$ cat src/hw/rtl/otq_pkg.sv
`timescale 1ns / 1ps
// Shared types and constants of the ordered timer queue.
// No dependencies; every other file of the block imports this package.
package otq_pkg;

    localparam int SLOTS    = 16;
    localparam int MAX_FIRE = 16;
    localparam int TIME_W   = 48;
    localparam int NUM_W    = 32;
    localparam int IDX_W    = $clog2(MAX_FIRE);
    localparam int CNT_W    = $clog2(MAX_FIRE + 1);

    typedef enum logic [1:0] {
        OP_APPEND = 2'd0,
        OP_CANCEL = 2'd1,
        OP_EXPIRE = 2'd2
    } op_t;

    typedef enum logic [2:0] {
        ST_APPENDED  = 3'd0,
        ST_FULL      = 3'd1,
        ST_CANCELLED = 3'd2,
        ST_NOT_FOUND = 3'd3,
        ST_EXPIRED   = 3'd4,
        ST_NONE      = 3'd5
    } status_t;

    typedef struct packed {
        logic              valid;
        logic [TIME_W-1:0] deadline;
        logic [TIME_W-1:0] interval;
        logic [NUM_W-1:0]  number;
    } otq_entry_t;

    typedef enum logic [1:0] {
        CELL_HOLD,
        CELL_INSERT,
        CELL_REMOVE
    } cell_cmd_t;

    typedef struct packed {
        cell_cmd_t        cmd;
        otq_entry_t       new_entry;
        logic [NUM_W-1:0] cancel_id;
        logic             found_in;
    } otq_cell_ctl_t;

endpackage

$ cat src/hw/rtl/otq_cell.sv
`timescale 1ns / 1ps
// One cell of the sorted timer chain: holds one entry, shifts with neighbors.
// Depends on otq_pkg.
module otq_cell
    import otq_pkg::*;
(
    input  logic          aclk,
    input  logic          aresetn,
    input  otq_cell_ctl_t ctl,
    input  otq_entry_t    left_entry,
    input  logic          left_stay,
    input  otq_entry_t    right_entry,
    input  logic          found_in,
    output otq_entry_t    entry,
    output logic          stay,
    output logic          found_out
);

    logic              valid_reg;
    logic [TIME_W-1:0] deadline_reg;
    logic [TIME_W-1:0] interval_reg;
    logic [NUM_W-1:0]  number_reg;
    otq_entry_t        entry_next;
    logic              new_first;

    assign entry = '{valid: valid_reg, deadline: deadline_reg,
                     interval: interval_reg, number: number_reg};

    // new entry goes ahead of this one
    assign new_first = (ctl.new_entry.deadline < deadline_reg) ||
                       ((ctl.new_entry.deadline == deadline_reg) &&
                        (ctl.new_entry.number < number_reg));
    assign stay      = valid_reg && !new_first;
    assign found_out = found_in || (valid_reg && (number_reg == ctl.cancel_id));

    always_comb begin
        entry_next = entry;
        case (ctl.cmd)
            CELL_INSERT: begin
                if (!stay) begin
                    entry_next = left_stay ? ctl.new_entry : left_entry;
                end
            end
            CELL_REMOVE: begin
                if (found_out) begin
                    entry_next = right_entry;
                end
            end
            default: entry_next = entry;
        endcase
    end

    always_ff @(posedge aclk) begin
        if (!aresetn) begin
            valid_reg <= 1'b0;
        end else begin
            valid_reg <= entry_next.valid;
        end
        deadline_reg <= entry_next.deadline;
        interval_reg <= entry_next.interval;
        number_reg   <= entry_next.number;
    end

endmodule

$ cat config.mk
export PLATFORM = sky130hd
export DESIGN_NAME = otq_cell
export DESIGN_NICKNAME = d
export VERILOG_FILES = /design/src/hw/rtl/otq_pkg.sv /design/src/hw/rtl/otq_cell.sv
export SDC_FILE = /design/constraint.sdc
export NUM_CORES = 1
export LEC_CHECK = 0
export BUFFER_PORTS_ARGS = -buffer_cell sky130_fd_sc_hd__buf_2
export CORE_AREA = 5 5 213 215
export DETAILED_ROUTE_END_ITERATION = 8
export DIE_AREA = 0 0 218 220
export GPL_ROUTABILITY_DRIVEN = 0
export SLEW_MARGIN = 20
export SYNTH_ARGS = -nofsm -noshare
export SYNTH_HDL_FRONTEND = slang
export SYNTH_SLANG_ARGS = --single-unit
$ cat constraint.sdc
create_clock -name aclk -period 9.6 [get_ports aclk]
set_input_delay 1.92 -clock aclk [delete_from_list [all_inputs] [get_ports aclk]]
set_output_delay 1.92 -clock aclk [all_outputs]
set_load 0.05 [all_outputs]
==> flow_metrics.env, run 1 <==
export IMPL_synthArstFlopShare_pct=0
export IMPL_ir_drop_mv=0.109
export IMPL_min_from="valid_reg$_SDFFE_PN0P_"
export IMPL_cts_sinks=129
export IMPL_grt_max_degree=129
export IMPL_clk_pin_slew_worst_paths_ns=0.06
export IMPL_cts_inserted_buffers=17
export IMPL_maxSlewHeadroom_pct=40.2
export IMPL_synth_ff_type="edfxtp_1"
export IMPL_nNetsFinal=1939
export IMPL_htreeDepth=4
export IMPL_crit_arrival_ns=4.53
export IMPL_syn_area_mm2=0.00891
export IMPL_critPathMostFrequentCell="buf_2"
export IMPL_drive_gt1_share_pct=41.7
export IMPL_slowest_stage="a211oi_4"
export IMPL_drv_cap=0
export IMPL_io_pins=557
export IMPL_critical_path_top_delay_family="simple AND/OR/NAND/NOR gates"
export IMPL_postRouteAntennaNets=0
export IMPL_min_delay_worst_endpoint="valid_reg$_SDFFE_PN0P_"
export IMPL_final_cells=2043
export IMPL_drt_pass1_iter_count=5
export IMPL_num_rows=77
export IMPL_post_cts_setup_buffer_count=0
export IMPL_worst_slew_pin_slew_ns=0.897
export IMPL_synth_edf_count=128
export IMPL_drv_slew=0
export IMPL_cts_hold_buf=0
export IMPL_drc_errors=0
export IMPL_ys_ff_latch=129
export IMPL_startpoint_type="input pin"
export IMPL_cts_resized=0
export IMPL_power_density_mw_per_mm2=144
export IMPL_fin_crit_ns=6.45
export IMPL_drt_initial_drc_count=252
export IMPL_clk_latency_ns=0.47
export IMPL_yosys_warnings=0
export IMPL_p_leak_nw=6.20
export IMPL_io_buffer_count=555
export IMPL_die_w_um=218
export IMPL_numPlacedInstances=2007
export IMPL_dpl_hpwl_um=30800
export IMPL_critPathCaptureType="output pin"
export IMPL_grt_use_met2_pct=25.3
export IMPL_cp_cell_sequence="buf_2 -> ha_1 -> nand4_1 -> nor4_2 -> and3_1 -> nand3_2 -> o211a_1 -> a211oi_4 -> buf_2"
export IMPL_min_path_cells=2
export IMPL_drt_total_wl_um=36700
export IMPL_initial_core_util_pct=20.5
export IMPL_fin_crit_sh_pct=67.1
export IMPL_setup_tns_ns=0
export IMPL_worstSetupPathType="input pin to output pin"
export IMPL_use_met3_pct=5.41
export IMPL_dp_slack_ns=3.09
export IMPL_r2r_start="deadline_reg[39]$_DFFE_PP_"
export IMPL_rsz0062_at_grt="false"
export IMPL_grt_usage_pct=14.5
export IMPL_path_max_fanout=4
export IMPL_fin_worst_skew_ns=0.0143
export IMPL_max_stage_delay_ns=0.47
export IMPL_wl_per_cell_um=17.9
export IMPL_syn_to_final_growth_pct=44.6
export IMPL_clockRootBuffer="clkbuf_16"
export IMPL_dieArea_mm2=0.0480
export IMPL_r2r_setup_slack_ns=6.00
export IMPL_rr_endpoint="deadline_reg[6]$_DFFE_PP_"
export IMPL_worst_hold_slack_ns=0.553
export IMPL_setup_slack_ns=3.15
export IMPL_cts_tree="yes"
export IMPL_clock_path_buffers=2
export IMPL_vias=8765
export IMPL_synth_seq_area_share_pct=43.3
export IMPL_use_met1_pct=15.4
export IMPL_r2r_worst_path_cells=10
export IMPL_setup_viol=0
export IMPL_die_h_um=220
export IMPL_viasPerCell=4.29
export IMPL_synth_cell_type_count=46
export IMPL_hp_class="flip-flop to flip-flop"
export IMPL_grt_pass1_vias=8916
export IMPL_busiest_layer="met2"
export IMPL_postSynthCellCount=896
export IMPL_overflow=0
export IMPL_syn_num_nets=1401
export IMPL_cp_num_buf_inv=2
export IMPL_required_ns=7.68
export IMPL_syn_avg_cell_area_um2=9.95
export IMPL_antenna_found_initial=7
export IMPL_status="finished, final reports clean"
export IMPL_hold_viol_final=0
export IMPL_max_freq_ghz=0.155
export IMPL_core_mm2=0.0435
export IMPL_grt_first_pass_wirelength_um=51700
## synthesized netlist by cell type, drive strengths merged (3+ instances only)
library cell / n / area (um2)
nor2b: 5 / 31.3
inv: 83 / 312
nand2b: 5 / 31.3
ha: 79 / 988
nand3: 10 / 55.1
and4: 4 / 35.0
nor3: 4 / 20.0
xor2: 5 / 43.8
a21oi: 33 / 165
a21o: 3 / 22.5
nor2: 6 / 22.5
xnor2: 27 / 236
nand4: 14 / 100
nor4: 5 / 37.5
edfxtp: 128 / 3840
o21ai: 140 / 701
mux2i: 129 / 1290
nand2: 151 / 567
buf: 5 / 27.5
clkbuf: 39 / 146
## worst reg2reg max path: cells and delay by family (launching register included)
family / cells / cell delay (ns)
AOI/OAI and AO/OA: 3 / 0.80
adders and majority gates: 1 / 0.30
buffers and inverters: 2 / 0.58
DFF: 1 / 0.35
and+or+nand+nor: 4 / 1.04
## power breakdown
part           internal [mW]  total (mW)  switching [mW]
clock                  0.325       0.595           0.269
sequential             0.682       0.709          0.0272
combinational          0.190       0.547           0.357
total                   1.20        1.85           0.653
## cell type report
| cell class | count | area, um2 |
|---|---|---|
| flip-flops and latches | 129 | 3860 |
| well taps | 592 | 741 |
| fillers | 4697 | 30700 |
| inverters | 83 | 312 |
| multi-input cells | 640 | 4590 |
| repair buffers | 563 | 2860 |
| clock inverters | 15 | 93.8 |
| diodes | 4 | 10.0 |
| clock buffers | 17 | 425 |
## cell usage in the layout (no fill, tap or decap), types with 2 or more instances in the layout
| master | instances |
|---|---|
| buf_2 | 554 |
| nand2_1 | 151 |
| o21ai_1 | 133 |
| mux2i_1 | 129 |
| edfxtp_1 | 128 |
| inv_1 | 83 |
| ha_1 | 79 |
| a21oi_1 | 33 |
| xnor2_1 | 27 |
| clkbuf_16 | 17 |
| nand4_1 | 12 |
| nand3_1 | 9 |
| o21ai_0 | 7 |
| buf_4 | 7 |
| nor2_1 | 6 |
| xor2_1 | 5 |
| nand2b_1 | 5 |
| clkinv_2 | 5 |
| diode_2 | 4 |
| nor4_1 | 4 |
| nor3_1 | 4 |
| and4_1 | 4 |
| nor2b_1 | 4 |
| a21o_1 | 3 |
| clkinv_1 | 3 |
| inv_6 | 3 |
| clkinvlp_4 | 3 |
| nand4_2 | 2 |
| a221o_1 | 2 |
## kinds of logic (layout without fill, tap and decap cells)
family | Yosys count | count (layout) | synth area share (%)
and+or+nand+nor | 208 | 208 | 10.5
xor gates and xnor gates | 32 | 32 | 3.14
adders and majority gates | 79 | 79 | 11.1
other | 0 | 4 | 0
AOI/OAI and AO/OA | 192 | 192 | 12.0
buffers and inverters | 127 | 678 | 5.45
DFF | 129 | 129 | 43.3
muxes | 129 | 129 | 14.5
## through the flow
| step | area, um2 | total power [mW] | utilization (%) |
|---|---|---|---|
| finish | 12900 | 1.85 | 29.6 |
| global route | 12900 | 1.95 | 29.6 |
| CTS | 12900 | 1.89 | 29.6 |
| detailed placement | 12400 | 1.27 | 28.4 |
| global placement | 12400 | 1.26 | 28.4 |
| floorplan | 8920 | 1.06 | - |
## routing by layer
metal,routed length (um),part of all wire (%),vias to the layer above
met5,0,0,-
met3,3580,9.8,66
met2,18300,50,419
li1,-,-,4287
met4,1280,3.5,0
met1,13500,37,3993
## how the worst max path moves through the flow
stage / from / to / cells past startpoint
2_1_floorplan: ctl[152] / deadline_reg[0]$_DFFE_PP_ / 8
4_1_cts: ctl[148] / stay / 9
5_1_grt: ctl[148] / stay / 9
3_5_place_dp: ctl[148] / stay / 9
3_3_place_gp: ctl[148] / stay / 9
6_report: ctl[152] / stay / 9
No activity file was read; power rests on OpenSTA's default activity.
==> run 2, diff against run 1 <==
Settings changed: ABC_AREA set to 1, CORE_AREA 5 5 213 215 to 5 5 214 216, DIE_AREA 0 0 218 220 to 0 0 219 221.
Clock period 9.6 ns to 5.7 ns, I/O delays scaled along.
==> run 2 against run 1 <==
Critical path depth is 2 higher. Die area rose by 0.92%. Final area grew 1.0%. Global-route usage is 1.9 points higher. Setup slack got worse by 1.8 ns. Routed wire length is 13% higher.
==> flow_metrics.env, run 2 <==
export IMPL_status="finished, final reports clean"
export IMPL_layout_commonest_cell="buf_2"
export IMPL_startpoint_type="input pin"
export IMPL_setup_viol=0
export IMPL_ys_ff_latch=129
export IMPL_rsz0062_at_grt="false"
export IMPL_io_pins=557
export IMPL_max_stage_delay_ns=0.34
export IMPL_final_cells=2299
export IMPL_dpl_hpwl_um=33400
export IMPL_p_int_mw=2.13
export IMPL_crit_arrival_ns=3.17
export IMPL_viasPerCell=4.49
export IMPL_syn_avg_cell_area_um2=7.77
export IMPL_worstSetupPathType="input pin to output pin"
export IMPL_cp_cell_sequence="buf_2 -> ha_1 -> nand4_1 -> nor2_1 -> nand2_1 -> nor2_2 -> nand2_1 -> nand3_2 -> inv_2 -> nor3_2 -> buf_2"
export IMPL_synth_seq_area_share_pct=42.8
export IMPL_ir_drop_mv=0.199
export IMPL_synth_edf_count=128
export IMPL_grt_pass1_vias=10539
export IMPL_synthTopCellsByArea="edfxtp_1 (43%), a21oi_1 (16%), ha_1 (11%)"
export IMPL_cts_hold_buf=0
export IMPL_antenna_found_initial=23
export IMPL_power_density_mw_per_mm2=251
export IMPL_die_h_um=221
export IMPL_critical_path_top_delay_family="simple AND/OR/NAND/NOR gates"
export IMPL_required_ns=4.56
export IMPL_maxSlewHeadroom_pct=36.5
export IMPL_slowest_stage="buf_2"
export IMPL_p_sw_share_pct=34.8
export IMPL_final_util_pct=29.8
export IMPL_cts_sinks=129
export IMPL_synth_ff_type="edfxtp_1"
export IMPL_drc_errors=0
export IMPL_setup_tns_ns=0
export IMPL_drive_gt1_share_pct=36.1
export IMPL_syn_area_mm2=0.00902
export IMPL_overflow=0
export IMPL_synth_top_cell_by_area="edfxtp_1"
export IMPL_drt_initial_drc_count=574
export IMPL_hp_class="flip-flop to flip-flop"
export IMPL_drt_total_wl_um=41500
export IMPL_fin_crit_sh_pct=75.6
export IMPL_vias=10327
export IMPL_drt_pass1_iter_count=5
export IMPL_drv_slew=0
export IMPL_pwr_share_comb_pct=29.4
export IMPL_syn_num_nets=1665
export IMPL_worst_hold_slack_ns=0.591
export IMPL_grt_first_pass_wirelength_um=60100
export IMPL_wl_per_cell_um=18.1
export IMPL_postSynthCellCount=1160
export IMPL_switching_power_mw=1.14
export IMPL_core_mm2=0.0437
export IMPL_ys_top_cells_by_count="a21oi_1 (292), nand2_1 (248), nor2_1 (157), edfxtp_1 (128), inv_1 (108)"
export IMPL_nNetsFinal=2189
export IMPL_final_cell_mix="buf_2 (554), a21oi_1 (292), nand2_1 (248), nor2_1 (157), edfxtp_1 (128)"
export IMPL_fin_crit_ns=4.31
export IMPL_numPlacedInstances=2257
export IMPL_cts_resized=0
export IMPL_synth_top_area_share_pct=42.6
export IMPL_cp_num_buf_inv=3
export IMPL_critPathCaptureType="output pin"
export IMPL_worst_slew_pin_slew_ns=0.953
export IMPL_syn_to_final_growth_pct=44.4
export IMPL_p_clk_share_pct=34.3
export IMPL_dieArea_mm2=0.0484
export IMPL_clk_pin_slew_worst_paths_ns=0.06
export IMPL_postRouteAntennaNets=0
export IMPL_fillers=4830
export IMPL_drv_cap=0
export IMPL_synth_cell_type_count=31
export IMPL_io_buffer_count=555
export IMPL_die_w_um=219
export IMPL_max_freq_ghz=0.232
export IMPL_clock_path_buffers=2
export IMPL_grt_usage_pct=16.4
export IMPL_yosys_cell_count_top_type="a21oi_1"
export IMPL_path_max_fanout=3
export IMPL_power_frac_seq_pct=36.3
export IMPL_grt_max_degree=81
export IMPL_cts_tree="yes"
export IMPL_hold_viol_final=0
export IMPL_clk_latency_ns=0.47
export IMPL_htreeDepth=4
export IMPL_post_cts_setup_buffer_count=0
export IMPL_synthArstFlopShare_pct=0
export IMPL_initial_core_util_pct=20.6
export IMPL_cts_inserted_buffers=17
export IMPL_clockRootBuffer="clkbuf_16"
export IMPL_p_leak_nw=6.41
export IMPL_fin_worst_skew_ns=0.0126
export IMPL_yosys_warnings=0
export IMPL_num_rows=77
[run 2: power groups by stage]
stage	registers, mW	clock network, mW	logic (mW)
after global routing	1.20	1.20	1.05
after detailed placement	1.21	0	0.966
after floorplan	1.46	0	0.344
final	1.19	1.12	0.961
after CTS	1.19	1.18	0.971
after global placement	1.20	0	0.957
[run 2: cell families after synthesis]
kind of cell             share of synthesized area, %
buffers and inverters                            7.63
AND/OR/NAND/NOR                                  19.6
AO/OA/AOI/OAI                                    17.6
XOR/XNOR                                         1.36
adder cells (fa/ha/maj)                          11.0
flip-flops                                       42.8
[run 2: metal layers]
| layer | track usage, % | share of wire, % | up-vias |
|---|---|---|---|
| met2 | 27.8 | 48 | 520 |
| li1 | - | - | 4956 |
| met1 | 17.7 | 38 | 4758 |
| met3 | 5.43 | 9.0 | 91 |
| met5 | 0 | 0.026 | - |
| met4 | 9.83 | 4.9 | 2 |
[run 2: final cells by class]
type,count,area [um2],area share [%]
clock inverters,13,145,1.11
inverters,123,467,3.58
well taps,592,741,5.69
repair buffers,562,2870,22.0
diodes,11,27.5,0.211
flip-flops and latches,129,3860,29.7
multi-input cells,851,4480,34.4
clock buffers,18,429,3.30
[run 2: worst reg2reg max path: stages, from the launching register on]
cell	delay [ns]
edfxtp_1	0.35
inv_1	0.10
ha_1	0.30
nand4_1	0.16
nor2_1	0.17
nand2_1	0.13
nor2_2	0.24
nand3_1	0.12
nor2_1	0.11
nand2_1	0.08
clkinv_1	0.06
nor3_2	0.05
o21ai_4	0.20
buf_12	0.33
[run 2: worst paths after layout]
check                             start                    endpoint  slack (ns)  cells after the start
max                            ctl[160]                        stay        1.39                     11
min              valid_reg$_SDFFE_PN0P_      valid_reg$_SDFFE_PN0P_        0.59                      4
max reg2reg  deadline_reg[46]$_DFFE_PP_  deadline_reg[14]$_DFFE_PP_        2.81                     13
min reg2reg      valid_reg$_SDFFE_PN0P_      valid_reg$_SDFFE_PN0P_        0.59                      4
[run 2: through the flow]
step	total power [mW]	worst slack, ns	area [um2]
finish	3.27	1.39	13000
global route	3.45	1.18	13000
global placement	2.16	1.26	12400
floorplan	1.80	0.902	9030
detailed placement	2.17	1.23	12400
CTS	3.34	1.22	13000
